## src/rtl/sled_pkg.sv

```systemverilog
`timescale 1ns / 1ps
`default_nettype none
// ----------------------------------------------------------------------------
// sled_pkg: shared types and constants of the string literal escape decoder
// Phase codes, literal kinds, error codes, the result record and the small
// character helpers used by the step logic.
// ----------------------------------------------------------------------------
package sled_pkg;

  localparam logic [2:0] PH_IDLE   = 3'd0;
  localparam logic [2:0] PH_PREFIX = 3'd1;
  localparam logic [2:0] PH_BODY   = 3'd2;
  localparam logic [2:0] PH_ESC    = 3'd3;
  localparam logic [2:0] PH_OCT    = 3'd4;
  localparam logic [2:0] PH_HEX    = 3'd5;
  localparam logic [2:0] PH_UCN4   = 3'd6;
  localparam logic [2:0] PH_UCN8   = 3'd7;

  localparam logic [2:0] KIND_PLAIN = 3'd0;
  localparam logic [2:0] KIND_L     = 3'd1;
  localparam logic [2:0] KIND_U16   = 3'd2;
  localparam logic [2:0] KIND_U8    = 3'd3;
  localparam logic [2:0] KIND_U32   = 3'd4;

  localparam logic [1:0] ERR_NONE   = 2'd0;
  localparam logic [1:0] ERR_PREFIX = 2'd1;
  localparam logic [1:0] ERR_UCN    = 2'd2;
  localparam logic [1:0] ERR_ESC    = 2'd3;

  localparam int QueueDepth = 4;
  localparam int PtrW       = $clog2(QueueDepth);
  localparam int CntW       = $clog2(QueueDepth + 1);

  localparam logic       REG_WIDE_ADDR = 1'b0;

  typedef struct packed {
    logic [31:0] unit_value;
    logic        has_unit;
    logic [2:0]  kind;
    logic        last;
    logic [1:0]  error;
  } res_t;

  typedef struct packed {
    logic [1:0] n_res;
    res_t       res0;
    res_t       res1;
  } step_out_t;

  typedef struct packed {
    logic       ok;
    logic [3:0] val;
  } hex_t;

  function automatic hex_t hex_val(input logic [7:0] c);
    hex_t h;
    h.ok  = 1'b1;
    h.val = 4'd0;
    if (c >= "0" && c <= "9") begin
      h.val = 4'(c - "0");
    end else if (c >= "a" && c <= "f") begin
      h.val = 4'(c - "a" + 8'd10);
    end else if (c >= "A" && c <= "F") begin
      h.val = 4'(c - "A" + 8'd10);
    end else begin
      h.ok = 1'b0;
    end
    return h;
  endfunction

  function automatic logic [31:0] unit_mask(input logic [2:0] kind, input logic wide32);
    logic [31:0] m;
    case (kind)
      KIND_L:   m = wide32 ? 32'hFFFF_FFFF : 32'h0000_FFFF;
      KIND_U16: m = 32'h0000_FFFF;
      KIND_U32: m = 32'hFFFF_FFFF;
      default:  m = 32'h0000_00FF;
    endcase
    return m;
  endfunction

  function automatic res_t mk_res(input logic [31:0] val, input logic has,
                                  input logic last, input logic [1:0] err,
                                  input logic [2:0] kind, input logic wide32);
    res_t r;
    r.unit_value = has ? (val & unit_mask(kind, wide32)) : 32'd0;
    r.has_unit   = has;
    r.kind       = kind;
    r.last       = last;
    r.error      = err;
    return r;
  endfunction

endpackage
`default_nettype wire

```

## src/rtl/sled_ifs.sv

```systemverilog
`timescale 1ns / 1ps
`default_nettype none
// ----------------------------------------------------------------------------
// sled_ifs: valid/ready channels of the string literal escape decoder
// The byte channel and the result channel, each with source and sink views.
// ----------------------------------------------------------------------------
interface sled_in_if;
  logic       valid;
  logic       ready;
  logic [7:0] ch;
  modport source (output valid, output ch, input ready);
  modport sink   (input valid, input ch, output ready);
endinterface

interface sled_out_if;
  logic        valid;
  logic        ready;
  logic [31:0] unit_value;
  logic        has_unit;
  logic [2:0]  kind;
  logic        last;
  logic [1:0]  error;
  modport source (output valid, output unit_value, output has_unit, output kind,
                  output last, output error, input ready);
  modport sink   (input valid, input unit_value, input has_unit, input kind,
                  input last, input error, output ready);
endinterface
`default_nettype wire

```

## src/rtl/sled_cfg.sv

```systemverilog
`timescale 1ns / 1ps
`default_nettype none
// ----------------------------------------------------------------------------
// sled_cfg: configuration register block
// APB-style write/read access to the wide unit width select.
// ----------------------------------------------------------------------------
module sled_cfg (
  input  wire logic        clk,
  input  wire logic        rst_n,
  input  wire logic        psel,
  input  wire logic        penable,
  input  wire logic        pwrite,
  input  wire logic [2:0]  paddr,
  input  wire logic [31:0] pwdata,
  output logic [31:0]      prdata,
  output logic             pready,
  output logic             wide_is_32bit
);

  logic wide_r;
  logic wide_nxt;
  logic wr_hit;

  assign pready = 1'b1;
  assign wr_hit = psel && penable && pwrite && (paddr[2] == sled_pkg::REG_WIDE_ADDR);

  always_comb begin
    wide_nxt = wide_r;
    if (wr_hit) begin
      wide_nxt = pwdata[0];
    end
  end

  always_ff @(posedge clk) begin
    if (!rst_n) begin
      wide_r <= 1'b1;
    end else begin
      wide_r <= wide_nxt;
    end
  end

  assign prdata        = (paddr[2] == sled_pkg::REG_WIDE_ADDR) ? {31'd0, wide_r} : 32'd0;
  assign wide_is_32bit = wide_r;

endmodule
`default_nettype wire

```

## src/rtl/sled_step.sv

```systemverilog
`timescale 1ns / 1ps
`default_nettype none
// ----------------------------------------------------------------------------
// sled_step: decoder state and per-byte step logic
// Holds phase, literal kind, accumulator and digit count, and turns one
// registered byte into zero, one or two results.
// ----------------------------------------------------------------------------
module sled_step (
  input  wire logic             clk,
  input  wire logic             rst_n,
  input  wire logic             process,
  input  wire logic [7:0]       ch,
  input  wire logic             wide_is_32bit,
  output sled_pkg::step_out_t   step_out
);

  logic [2:0]  phase_r, phase_nxt;
  logic [2:0]  kind_r, kind_nxt;
  logic [31:0] acc_r, acc_nxt;
  logic [3:0]  cnt_r, cnt_nxt;

  logic [2:0]      body_phase;
  logic            body_emit;
  sled_pkg::res_t  body_res;
  sled_pkg::hex_t  hx;
  logic            is_oct;
  logic [31:0]     oct_acc;
  logic [31:0]     hex_acc;
  logic [3:0]      cnt_inc;
  logic [3:0]      ucn_need;
  sled_pkg::step_out_t so;

  assign hx       = sled_pkg::hex_val(ch);
  assign is_oct   = (ch >= "0") && (ch <= "7");
  assign oct_acc  = {acc_r[28:0], 3'b000} + {29'd0, ch[2:0]};
  assign hex_acc  = {acc_r[27:0], 4'b0000} + {28'd0, hx.val};
  assign cnt_inc  = cnt_r + 4'd1;
  assign ucn_need = (phase_r == sled_pkg::PH_UCN4) ? 4'd4 : 4'd8;

  always_comb begin
    body_phase = sled_pkg::PH_BODY;
    body_emit  = 1'b1;
    body_res   = sled_pkg::mk_res({24'd0, ch}, 1'b1, 1'b0, sled_pkg::ERR_NONE,
                                  kind_r, wide_is_32bit);
    if (ch == "\"") begin
      body_phase = sled_pkg::PH_IDLE;
      body_res   = sled_pkg::mk_res(32'd0, 1'b0, 1'b1, sled_pkg::ERR_NONE,
                                    kind_r, wide_is_32bit);
    end else if (ch == "\\") begin
      body_phase = sled_pkg::PH_ESC;
      body_emit  = 1'b0;
    end
  end

  always_comb begin
    phase_nxt = phase_r;
    kind_nxt  = kind_r;
    acc_nxt   = acc_r;
    cnt_nxt   = cnt_r;
    so        = '0;
    case (phase_r)
      sled_pkg::PH_IDLE: begin
        kind_nxt = sled_pkg::KIND_PLAIN;
        case (ch)
          "\"": phase_nxt = sled_pkg::PH_BODY;
          "L": begin
            kind_nxt  = sled_pkg::KIND_L;
            phase_nxt = sled_pkg::PH_PREFIX;
          end
          "u": begin
            kind_nxt  = sled_pkg::KIND_U16;
            phase_nxt = sled_pkg::PH_PREFIX;
          end
          "U": begin
            kind_nxt  = sled_pkg::KIND_U32;
            phase_nxt = sled_pkg::PH_PREFIX;
          end
          default: begin
            so.n_res = 2'd1;
            so.res0  = sled_pkg::mk_res(32'd0, 1'b0, 1'b1, sled_pkg::ERR_PREFIX,
                                        sled_pkg::KIND_PLAIN, wide_is_32bit);
          end
        endcase
      end
      sled_pkg::PH_PREFIX: begin
        if (kind_r == sled_pkg::KIND_U16 && ch == "8") begin
          kind_nxt = sled_pkg::KIND_U8;
        end else begin
          phase_nxt = sled_pkg::PH_BODY;
        end
      end
      sled_pkg::PH_BODY: begin
        phase_nxt = body_phase;
        so.n_res  = {1'b0, body_emit};
        so.res0   = body_res;
      end
      sled_pkg::PH_ESC: begin
        acc_nxt   = 32'd0;
        cnt_nxt   = 4'd0;
        phase_nxt = sled_pkg::PH_BODY;
        so.n_res  = 2'd1;
        if (is_oct) begin
          acc_nxt   = {29'd0, ch[2:0]};
          cnt_nxt   = 4'd1;
          phase_nxt = sled_pkg::PH_OCT;
          so.n_res  = 2'd0;
        end else begin
          case (ch)
            "x": begin
              phase_nxt = sled_pkg::PH_HEX;
              so.n_res  = 2'd0;
            end
            "u": begin
              phase_nxt = sled_pkg::PH_UCN4;
              so.n_res  = 2'd0;
            end
            "U": begin
              phase_nxt = sled_pkg::PH_UCN8;
              so.n_res  = 2'd0;
            end
            "'", "\"", "?", "\\":
              so.res0 = sled_pkg::mk_res({24'd0, ch}, 1'b1, 1'b0, sled_pkg::ERR_NONE,
                                         kind_r, wide_is_32bit);
            "a": so.res0 = sled_pkg::mk_res(32'd7, 1'b1, 1'b0, sled_pkg::ERR_NONE,
                                            kind_r, wide_is_32bit);
            "b": so.res0 = sled_pkg::mk_res(32'd8, 1'b1, 1'b0, sled_pkg::ERR_NONE,
                                            kind_r, wide_is_32bit);
            "f": so.res0 = sled_pkg::mk_res(32'd12, 1'b1, 1'b0, sled_pkg::ERR_NONE,
                                            kind_r, wide_is_32bit);
            "n": so.res0 = sled_pkg::mk_res(32'd10, 1'b1, 1'b0, sled_pkg::ERR_NONE,
                                            kind_r, wide_is_32bit);
            "r": so.res0 = sled_pkg::mk_res(32'd13, 1'b1, 1'b0, sled_pkg::ERR_NONE,
                                            kind_r, wide_is_32bit);
            "t": so.res0 = sled_pkg::mk_res(32'd9, 1'b1, 1'b0, sled_pkg::ERR_NONE,
                                            kind_r, wide_is_32bit);
            "v": so.res0 = sled_pkg::mk_res(32'd11, 1'b1, 1'b0, sled_pkg::ERR_NONE,
                                            kind_r, wide_is_32bit);
            default: begin
              phase_nxt = sled_pkg::PH_IDLE;
              so.res0   = sled_pkg::mk_res(32'd0, 1'b0, 1'b1, sled_pkg::ERR_ESC,
                                           kind_r, wide_is_32bit);
            end
          endcase
        end
      end
      sled_pkg::PH_OCT, sled_pkg::PH_HEX: begin
        if ((phase_r == sled_pkg::PH_OCT) ? (is_oct && cnt_r < 4'd3)
                                          : (hx.ok && cnt_r < 4'd2)) begin
          acc_nxt = (phase_r == sled_pkg::PH_OCT) ? oct_acc : hex_acc;
          cnt_nxt = cnt_inc;
          if (cnt_inc >= ((phase_r == sled_pkg::PH_OCT) ? 4'd3 : 4'd2)) begin
            phase_nxt = sled_pkg::PH_BODY;
            so.n_res  = 2'd1;
            so.res0   = sled_pkg::mk_res(acc_nxt, 1'b1, 1'b0, sled_pkg::ERR_NONE,
                                         kind_r, wide_is_32bit);
          end
        end else begin
          phase_nxt = body_phase;
          so.n_res  = body_emit ? 2'd2 : 2'd1;
          so.res0   = sled_pkg::mk_res(acc_r, 1'b1, 1'b0, sled_pkg::ERR_NONE,
                                       kind_r, wide_is_32bit);
          so.res1   = body_res;
        end
      end
      default: begin
        if (!hx.ok) begin
          phase_nxt = sled_pkg::PH_IDLE;
          so.n_res  = 2'd1;
          so.res0   = sled_pkg::mk_res(32'd0, 1'b0, 1'b1, sled_pkg::ERR_UCN,
                                       kind_r, wide_is_32bit);
        end else begin
          acc_nxt = hex_acc;
          cnt_nxt = cnt_inc;
          if (cnt_inc >= ucn_need) begin
            phase_nxt = sled_pkg::PH_BODY;
            so.n_res  = 2'd1;
            so.res0   = sled_pkg::mk_res(hex_acc, 1'b1, 1'b0, sled_pkg::ERR_NONE,
                                         kind_r, wide_is_32bit);
          end
        end
      end
    endcase
  end

  always_ff @(posedge clk) begin
    if (!rst_n) begin
      phase_r <= sled_pkg::PH_IDLE;
      kind_r  <= sled_pkg::KIND_PLAIN;
      acc_r   <= 32'd0;
      cnt_r   <= 4'd0;
    end else if (process) begin
      phase_r <= phase_nxt;
      kind_r  <= kind_nxt;
      acc_r   <= acc_nxt;
      cnt_r   <= cnt_nxt;
    end
  end

  assign step_out = so;

  // An error result always closes the literal.
  assert property (@(posedge clk) disable iff (!rst_n)
    (so.n_res != 2'd0 && so.res0.error != sled_pkg::ERR_NONE) |-> so.res0.last)
    else $error("sled_step: error result without last");

  // A second result only follows a numeric escape unit.
  assert property (@(posedge clk) disable iff (!rst_n)
    (so.n_res == 2'd2) |-> (so.res0.has_unit && !so.res0.last &&
                            (phase_r == sled_pkg::PH_OCT || phase_r == sled_pkg::PH_HEX)))
    else $error("sled_step: unexpected second result");

  // After a closing result the decoder is idle again.
  assert property (@(posedge clk) disable iff (!rst_n)
    (process && so.n_res != 2'd0 && so.res0.last) |=> (phase_r == sled_pkg::PH_IDLE))
    else $error("sled_step: not idle after last");

endmodule
`default_nettype wire

```

## src/rtl/sled_queue.sv

```systemverilog
`timescale 1ns / 1ps
`default_nettype none
// ----------------------------------------------------------------------------
// sled_queue: result queue
// Takes up to two results per cycle and hands out one per cycle while it is popped.
// ----------------------------------------------------------------------------
module sled_queue (
  input  wire logic              clk,
  input  wire logic              rst_n,
  input  wire logic [1:0]        push_n,
  input  wire sled_pkg::res_t    d0,
  input  wire sled_pkg::res_t    d1,
  input  wire logic              pop,
  output logic                   space2,
  output logic                   not_empty,
  output sled_pkg::res_t         head
);

  sled_pkg::res_t                  mem_r [sled_pkg::QueueDepth];
  logic [sled_pkg::PtrW-1:0]       wr_r, wr_nxt;
  logic [sled_pkg::PtrW-1:0]       rd_r, rd_nxt;
  logic [sled_pkg::CntW-1:0]       cnt_r, cnt_nxt;
  logic [sled_pkg::PtrW-1:0]       wr_p1;

  assign wr_p1 = wr_r + sled_pkg::PtrW'(1);

  always_comb begin
    wr_nxt  = wr_r + sled_pkg::PtrW'(push_n);
    rd_nxt  = pop ? rd_r + sled_pkg::PtrW'(1) : rd_r;
    cnt_nxt = cnt_r + sled_pkg::CntW'(push_n) - sled_pkg::CntW'(pop);
  end

  always_ff @(posedge clk) begin
    if (push_n != 2'd0) begin
      mem_r[wr_r] <= d0;
    end
    if (push_n == 2'd2) begin
      mem_r[wr_p1] <= d1;
    end
  end

  always_ff @(posedge clk) begin
    if (!rst_n) begin
      wr_r  <= '0;
      rd_r  <= '0;
      cnt_r <= '0;
    end else begin
      wr_r  <= wr_nxt;
      rd_r  <= rd_nxt;
      cnt_r <= cnt_nxt;
    end
  end

  assign space2    = cnt_r <= sled_pkg::CntW'(sled_pkg::QueueDepth - 2);
  assign not_empty = cnt_r != '0;
  assign head      = mem_r[rd_r];

endmodule
`default_nettype wire

```

## src/rtl/string_literal_escape_decoder.sv

```systemverilog
`timescale 1ns / 1ps
`default_nettype none
// ----------------------------------------------------------------------------
// string_literal_escape_decoder: C string literal escape decoder
// Decodes the bytes of C string literals into code units of the literal's
// unit width, with prefix, escape and error handling.
//
//   Channel  Dir  Handshake              Payload
//   in_chan  in   valid/ready            ch
//   out_chan out  valid/ready            unit_value, has_unit, kind, last, error
//   cfg      in   psel/penable/pready    wide_is_32bit at paddr 0 to 3
//
// One byte is accepted per cycle while the queue has room for two results; its
// results pass the input register and the queue, one result per cycle while out ready is high, from a four-entry queue.
// A byte that yields two results takes two queue slots, so a steady run of
// such bytes drains no faster than the single output port hands the results out.
// Reset is synchronous and clears the decoder state and the queue.
// A stalled output fills the queue, then the input register, then in ready drops.
// ----------------------------------------------------------------------------
module string_literal_escape_decoder (
  input  wire logic        clk,
  input  wire logic        rst_n,
  sled_in_if.sink          in_chan,
  sled_out_if.source       out_chan,
  input  wire logic        psel,
  input  wire logic        penable,
  input  wire logic        pwrite,
  input  wire logic [2:0]  paddr,
  input  wire logic [31:0] pwdata,
  output logic [31:0]      prdata,
  output logic             pready
);

  logic                vld_r, vld_nxt;
  logic [7:0]          ch_r;
  logic                process;
  logic                space2;
  logic                not_empty;
  logic                wide_is_32bit;
  sled_pkg::step_out_t step_out;
  sled_pkg::res_t      head;

  sled_cfg u_cfg (
    .clk           (clk),
    .rst_n         (rst_n),
    .psel          (psel),
    .penable       (penable),
    .pwrite        (pwrite),
    .paddr         (paddr),
    .pwdata        (pwdata),
    .prdata        (prdata),
    .pready        (pready),
    .wide_is_32bit (wide_is_32bit)
  );

  assign process       = vld_r && space2;
  assign in_chan.ready = !vld_r || process;

  always_comb begin
    vld_nxt = vld_r;
    if (in_chan.valid && in_chan.ready) begin
      vld_nxt = 1'b1;
    end else if (process) begin
      vld_nxt = 1'b0;
    end
  end

  always_ff @(posedge clk) begin
    if (!rst_n) begin
      vld_r <= 1'b0;
    end else begin
      vld_r <= vld_nxt;
    end
  end

  always_ff @(posedge clk) begin
    if (in_chan.valid && in_chan.ready) begin
      ch_r <= in_chan.ch;
    end
  end

  sled_step u_step (
    .clk           (clk),
    .rst_n         (rst_n),
    .process       (process),
    .ch            (ch_r),
    .wide_is_32bit (wide_is_32bit),
    .step_out      (step_out)
  );

  sled_queue u_queue (
    .clk       (clk),
    .rst_n     (rst_n),
    .push_n    (process ? step_out.n_res : 2'd0),
    .d0        (step_out.res0),
    .d1        (step_out.res1),
    .pop       (out_chan.valid && out_chan.ready),
    .space2    (space2),
    .not_empty (not_empty),
    .head      (head)
  );

  assign out_chan.valid      = not_empty;
  assign out_chan.unit_value = head.unit_value;
  assign out_chan.has_unit   = head.has_unit;
  assign out_chan.kind       = head.kind;
  assign out_chan.last       = head.last;
  assign out_chan.error      = head.error;

endmodule
`default_nettype wire

```

## src/flat_wrapper.sv

```systemverilog
// flat-port wrapper written by rule: the top's interface ports become plain ports
module string_literal_escape_decoder_flat 
  (clk, rst_n, psel, penable, pwrite, paddr, pwdata, prdata, pready, in_chan_valid, in_chan_ch, in_chan_ready, out_chan_valid, out_chan_unit_value, out_chan_has_unit, out_chan_kind, out_chan_last, out_chan_error, out_chan_ready);
  sled_in_if in_chan_i ();
  sled_out_if out_chan_i ();
  input  wire logic clk;
  input  wire logic rst_n;
  input  wire logic psel;
  input  wire logic penable;
  input  wire logic pwrite;
  input  wire logic [2:0] paddr;
  input  wire logic [31:0] pwdata;
  output logic [31:0] prdata;
  output logic pready;
  input wire logic [$bits(in_chan_i.valid)-1:0] in_chan_valid;
  input wire logic [$bits(in_chan_i.ch)-1:0] in_chan_ch;
  output wire logic [$bits(in_chan_i.ready)-1:0] in_chan_ready;
  output wire logic [$bits(out_chan_i.valid)-1:0] out_chan_valid;
  output wire logic [$bits(out_chan_i.unit_value)-1:0] out_chan_unit_value;
  output wire logic [$bits(out_chan_i.has_unit)-1:0] out_chan_has_unit;
  output wire logic [$bits(out_chan_i.kind)-1:0] out_chan_kind;
  output wire logic [$bits(out_chan_i.last)-1:0] out_chan_last;
  output wire logic [$bits(out_chan_i.error)-1:0] out_chan_error;
  input wire logic [$bits(out_chan_i.ready)-1:0] out_chan_ready;
  assign in_chan_i.valid = in_chan_valid;
  assign in_chan_i.ch = in_chan_ch;
  assign in_chan_ready = in_chan_i.ready;
  assign out_chan_valid = out_chan_i.valid;
  assign out_chan_unit_value = out_chan_i.unit_value;
  assign out_chan_has_unit = out_chan_i.has_unit;
  assign out_chan_kind = out_chan_i.kind;
  assign out_chan_last = out_chan_i.last;
  assign out_chan_error = out_chan_i.error;
  assign out_chan_i.ready = out_chan_ready;
  string_literal_escape_decoder u_core (.clk(clk), .rst_n(rst_n), .in_chan(in_chan_i), .out_chan(out_chan_i), .psel(psel), .penable(penable), .pwrite(pwrite), .paddr(paddr), .pwdata(pwdata), .prdata(prdata), .pready(pready));
endmodule
```

## config.mk

```make
export PLATFORM = sky130hd
export DESIGN_NAME = string_literal_escape_decoder_flat
export DESIGN_NICKNAME = d
export VERILOG_FILES = /design/src/rtl/sled_pkg.sv /design/src/rtl/sled_ifs.sv /design/src/rtl/sled_cfg.sv /design/src/rtl/sled_step.sv /design/src/rtl/sled_queue.sv /design/src/rtl/string_literal_escape_decoder.sv /design/src/flat_wrapper.sv
export SDC_FILE = /design/constraint.sdc
export NUM_CORES = 1
export LEC_CHECK = 0
export ABC_CLOCK_PERIOD_IN_PS = 7200
export BUFFER_PORTS_ARGS = -buffer_cell sky130_fd_sc_hd__buf_2
export CAP_MARGIN = 20
export CORE_MARGIN = 1
export CORE_UTILIZATION = 45
export DETAILED_ROUTE_END_ITERATION = 10
export GPL_TIMING_DRIVEN = 0
export PLACE_DENSITY_LB_ADDON = 0.3
export REMOVE_ABC_BUFFERS = 1
export SETUP_SLACK_MARGIN = 0.5
export SYNTH_ARGS = -nofsm -noshare
export SYNTH_HDL_FRONTEND = slang
export SYNTH_HIERARCHICAL = 1
export SYNTH_SLANG_ARGS = --single-unit
```

## constraint.sdc

```tcl
create_clock -name clk -period 7.2 [get_ports clk]
set_clock_uncertainty 0.05 [all_clocks]
set_input_delay 1.44 -clock clk [delete_from_list [all_inputs] [get_ports clk]]
set_output_delay 1.44 -clock clk [all_outputs]
set_load 0.01 [all_outputs]
```

# Word level (Yosys, flattened, before mapping)
# Memories as Yosys holds them, arrays and structs flattened. A register that Yosys moved wholly into a read port is not among the register bits.
# Index checks and enable logic that the tools add are counted.
[totals]
ff_bits = 59
mem_bits_rw = 156
inputBits = 50
out_inout_bits = 74
wordCells = 178
memories = 1
[memory_table]
columns = ["memory", "words", "word_bits", "read_ports", "rd_ports_with_merged_regs", "write_ports", "line", "rtl"]
rows = [
  ["u_core.u_queue.mem_r", 4, 39, 1, 1, 2, "sled_queue.sv:19", "sled_pkg::res_t mem_r [sled_pkg::QueueDepth];"],
]
[classes]
add_sub_neg = 13
n_lt_le_gt_ge = 12
n_eq_ne = 32
n_mux = 71
bitwise = 7
reduce_logical = 32
[op_table]
columns = ["operator", "count"]
rows = [
  ["two-way mux 32 bit", 15],
  ["case mux 39 bit (9 select lines)", 1],
  ["case mux 41 bit (5 select lines)", 1],
  ["case mux 32 bit (3 select lines)", 2],
  ["two-way mux 40 bit", 4],
  ["two-way mux 39 bit", 4],
  ["bitwise AND 32 bit", 3],
  ["equality test 8 x 7 -> 1 bit, second input constant", 12],
  ["bitwise AND 8 x 32 -> 32 bit", 2],
  ["two-way mux 41 bit", 1],
  ["adder 32 x 3 -> 32 bit", 1],
  ["adder 32 x 4 -> 32 bit", 1],
  ["equality test 8 x 6 -> 1 bit, second input constant", 4],
  ["two-way mux 3 bit", 8],
  ["two-way mux 4 bit", 6],
  ["two-way mux 1 bit", 17],
  [">= comparator 8 x 7 -> 1 bit, second input constant", 2],
  ["less-or-equal comparator 8 x 6 -> 1 bit, second input constant", 2],
  ["less-or-equal comparator 8 x 7 -> 1 bit, second input constant", 2],
  ["case mux 3 bit (5 select lines)", 1],
  ["logical AND 1 bit", 13],
  ["equality test 3 bit, second input constant", 4],
  ["two-way mux 2 bit", 6],
  ["case mux 3 bit (2 select lines)", 2],
  ["other kinds (35)", 53],
]

# Depth between registers and ports, before layout
[depth]
depth_word = 17
depth_mapped = 18
mapped_depth_nobuf = 15

# Cells and area by module
# The synthesis kept the hierarchy.
[by_module_without_submodules]
columns = ["module", "instances", "cells_per_inst", "area_per_inst_um2", "seq_area_each_um2"]
rows = [
  ["sled_queue", 1, 423, 8020.2, 4864.7],
  ["sled_step", 1, 640, 4456.8, 840.8],
  ["string_literal_escape_decoder", 1, 17, 326.6, 260.2],
  ["sled_cfg", 1, 40, 320.3, 20.0],
]

# Least setup slack after synthesis
# No wires, ideal clock.
[synth_timing]
path_kind = "register -> register"
start = "register u_core.u_step.phase_r[2]"
end = "memory u_core/u_queue/mem_r[0][0] in the netlist's numbering (enable)"
setup_ps = 489
t_arrival_ps = 5623
required_time_ps = 6661
slack_ps = 1038
stages_incl_launch_ff = 17
path_buffers = 3
synth_period_minus_slack_ps = 6162
path_cell_list = "dfxtp_1 clkbuf_1 nor2b_1 nand2_1 inv_2 clkbuf_1 clkbuf_1 ha_1 nor2b_1 o21ai_0 nor2_1 nor2_1 o22ai_1 a21oi_1 and3_2 o21bai_1 o21ai_0"
[synth_rtl]
columns = ["item", "line", "rtl"]
rows = [
  ["start, declared", "sled_step.sv:17", "logic [2:0] phase_r, phase_nxt;"],
  ["start signal, assigned", "sled_step.sv:187", "phase_r <= sled_pkg::PH_IDLE;"],
  ["start signal, assigned", "sled_step.sv:192", "phase_r <= phase_nxt;"],
  ["end, declared", "sled_queue.sv:19", ""],
]

==> results.json <==
{
  "first_pass_iters": 6,
  "setup.worst_path.start_class": "flop",
  "path_delay_family": "simple AND/OR/NAND/NOR gates",
  "synth_cell_type_count": 91,
  "crit_slowest_cell": "and4bb_2",
  "clk_path_buf_depth": 3,
  "grt_max_degree": 42,
  "power.total_uw": 3350,
  "drtIter0Drc": 913,
  "ir_drop_mv": 0.196,
  "grt_pass1_wl_microns": 50000,
  "slew_violations": 0,
  "r2r.worst_path.cells": 13,
  "slew_headroom": 0.358,
  "rows": 62,
  "p_per_area_nw_per_um2": 231,
  "place_hpwl_microns": 20000,
  "antenna_found_initial": 0,
  "crit_fanout": 41,
  "first_global_vias": 8911,
  "yosysSeqAreaShare": 0.456,
  "postSynthAreaPerCell_sq_um": 11.7,
  "worstSkewPairLatency_ns": 0.53,
  "synth-edff-count": 164,
  "layout_common_cells": "164 x edfxtp_1, 156 x mux2_2, 92 x nand2_1",
  "drt-vias-per-instance": 5.88,
  "grt.overflow.total": 0,
  "yosys_register_bits": 217,
  "path_common_cell": "buf_12",
  "met1_length_microns": 14400,
  "cts_sinks": 217,
  "crit_type": "flop to flop",
  "post-route-min-period_ns": 6.28,
  "postLayoutCoreUtil": 0.505,
  "root_buffer": "clkbuf_16",
  "die_x_microns": 173,
  "hold_viol_final": 0,
  "maxCapViolations": 0,
  "final_common_cell": "edfxtp_1",
  "dieArea_sq_um": 29900,
  "yosys_warnings": 6,
  "wl_met3_microns": 1900,
  "dr_wl_met2_microns": 14700,
  "setup_ws_ns": 0.921,
  "synth_cells": 1120,
  "numPortBuffers": 58,
  "diodes": 0,
  "netlist_area_sq_um": 13100,
  "highest_layer": "met4",
  "grt_setup_unrepaired": "no",
  "async_flop_share": 0,
  "synth_flop_cell": "edfxtp_1",
  "h-tree-depth": 1,
  "r2r_slack_ns": 0.92,
  "leakagePower_uw": 0.00506,
  "hold_class": "flop to flop",
  "path_cells": "nor2b_1, nand2_2, inv_4, nor4_1, o21ai_2, nand2_1, o22ai_1, a21oi_1, and3_2, and4bb_2, buf_12, o21bai_4, buf_12",
  "die_y_microns": 173,
  "drive_above_1_share": 0.307,
  "endpoint_kind": "flop",
  "pre_cts_ws_ns": 0.438,
  "required_ns": 7.36,
  "fmax_mhz": 159,
  "wl_microns": 31600,
  "clkTransAtPathRegs_ns": 0.06,
  "design_area_sq_um": 14500,
  "num_io_pins": 124,
  "grt_usage": 0.210,
  "initial_core_util": 0.457,
  "cp.depth": 13,
  "worstMarginPinSlew_ns": 0.961,
  "cp_data_arrival_time_ns": 6.44,
  "nNetsFinal": 1208,
  "core_sq_um": 28700,
  "globalplace.congestion": 0.911,
  "num_vias": 9072,
  "outcome": "complete, no violations",
  "post-route-drc-count": 0,
  "ant_nets": 0,
  "tritoncts.num_buffers": 24,
  "place_area_sq_um": 13600,
  "fillCellCount": 2591,
  "wl_per_cell_microns": 20.5,
  "min_path_cells": 2,
  "fin_crit_sh": 0.872,
  "area_growth_pct": 10.4,
  "cts_tree": "yes",
  "crit_buf_inv": 3,
  "setup_viol": 0,
  "critPathMaxStageDelay_ns": 0.80
}
cells in the mapped netlist (all sizes together) (3+ instances only):
| cell type | n | area (sq um) |
|---|---|---|
| nand4b | 6 | 82.6 |
| buf | 103 | 712 |
| mux2i | 11 | 110 |
| a211oi | 25 | 193 |
| mux2 | 168 | 1930 |
| inv | 16 | 60.1 |
| nor2b | 11 | 68.8 |
| edfxtp | 164 | 4920 |
| nand3b | 10 | 75.1 |
| o221ai | 4 | 35.0 |
| conb | 3 | 11.3 |
| nor2 | 66 | 248 |
| nand2b | 6 | 52.6 |
| a221o | 6 | 60.1 |
| a21oi | 59 | 299 |
| and3 | 10 | 65.1 |
| o211ai | 7 | 52.6 |
| mux4 | 39 | 878 |
| and2 | 25 | 160 |
| nor3 | 11 | 55.1 |
| nand3 | 19 | 95.1 |
| a21o | 3 | 22.5 |
| clkbuf | 32 | 120 |
| dfxtp | 53 | 1060 |
| o22ai | 6 | 37.5 |
| o21bai | 3 | 22.5 |
| nor3b | 4 | 30.0 |
| a22oi | 26 | 195 |
| a31oi | 7 | 43.8 |
| o21ai | 38 | 194 |
| xnor2 | 3 | 26.3 |
| nand2 | 93 | 349 |
| a311oi | 4 | 35.0 |
| o31ai | 9 | 67.6 |
| o21a | 4 | 30.0 |
| or3b | 3 | 26.3 |
| ha | 13 | 163 |
| o311ai | 3 | 51.3 |
| nand4 | 8 | 50.1 |
routing by layer:
layer	track usage	vias to the layer above
li1	-	4213
met1	0.301	4448
met2	0.338	347
met3	0.0264	64
met4	0.0560	0
met5	0	-
per-stage QoR:
step	hold WS [ns]	TNS (ns)	instances
after detailed placement	0.445	0	1501
after global placement	0.437	-571.19	1482
after floorplan	0.428	-0.875	1040
after global routing	0.485	0	1544
after CTS	0.457	0	1543
final	0.459	0	1544
flip-flops by register name, indices dropped and copies added (netlist names), named ones only:
signal and cells:
u_core/u_step/kind_r 3, u_core/u_queue/cnt_r 3, u_core/u_step/acc_r 32, u_core/u_cfg/wide_is_32bit 1, u_core/vld_r 1, u_core/u_step/phase_r 3
u_core/u_queue/wr_r 2, u_core/u_step/cnt_r 4, u_core/ch_r 8, u_core/u_queue/mem_r 156, u_core/u_queue/rd_r 2
report_power, final:
| group | leakage (uW) | total (uW) | switching [uW] | internal [uW] |
|---|---|---|---|---|
| combinational | 0.00283 | 546 | 260 | 286 |
| clock | 0.000399 | 1280 | 499 | 786 |
| sequential | 0.00182 | 1520 | 106 | 1410 |
| total | 0.00506 | 3350 | 865 | 2480 |
kinds of logic (layout without fill, tap and decap cells):
logic type | after synthesis | after routing | synth area share
compound gates | 223 | 223 | 0.116
simple gates | 287 | 287 | 0.116
fa+ha+maj | 14 | 14 | 0.0139
buf+inv | 152 | 137 | 0.0683
other cells | 3 | 58 | 0.000858
flops | 217 | 217 | 0.456
mux | 218 | 218 | 0.222
xor+xnor | 6 | 6 | 0.00610
path summary, 6_finish.rpt:
kind	start	endpoint
setup / recovery	u_core/u_step/phase_r[2]$_SDFFE_PN0P_	u_core/u_queue/mem_r[2][13]$_DFFE_PP_
setup reg to reg	u_core/u_step/phase_r[2]$_SDFFE_PN0P_	u_core/u_queue/mem_r[2][13]$_DFFE_PP_
hold / removal	u_core/u_step/acc_r[30]$_SDFFE_PN0P_	u_core/u_step/acc_r[30]$_SDFFE_PN0P_
hold reg to reg	u_core/u_step/acc_r[30]$_SDFFE_PN0P_	u_core/u_step/acc_r[30]$_SDFFE_PN0P_
cell type report:
cell class / instances / area (sq um) / area share
Tap cell: 384 / 480 / 0.0332
Multi-Input combinational cell: 806 / 6500 / 0.449
Clock inverter: 16 / 210 / 0.0145
Sequential cell: 217 / 5990 / 0.413
Clock buffer: 26 / 608 / 0.0420
Timing Repair Buffer: 78 / 637 / 0.0439
Inverter: 17 / 66.3 / 0.00458
timing repair:
action,4_1_cts,5_1_grt
pin swaps,0,0
hold buffers,0,0
cloned,0,0
setup endpoints to repair,21,39
setup buffers,0,0
resized for setup,1,3
tightest hold or removal path: stages, from the launching register on:
cell and delay (ns):
dfxtp_1 0.31, nor2_1 0.10, a211oi_1 0.05
Power figures use the tool's default switching activity.
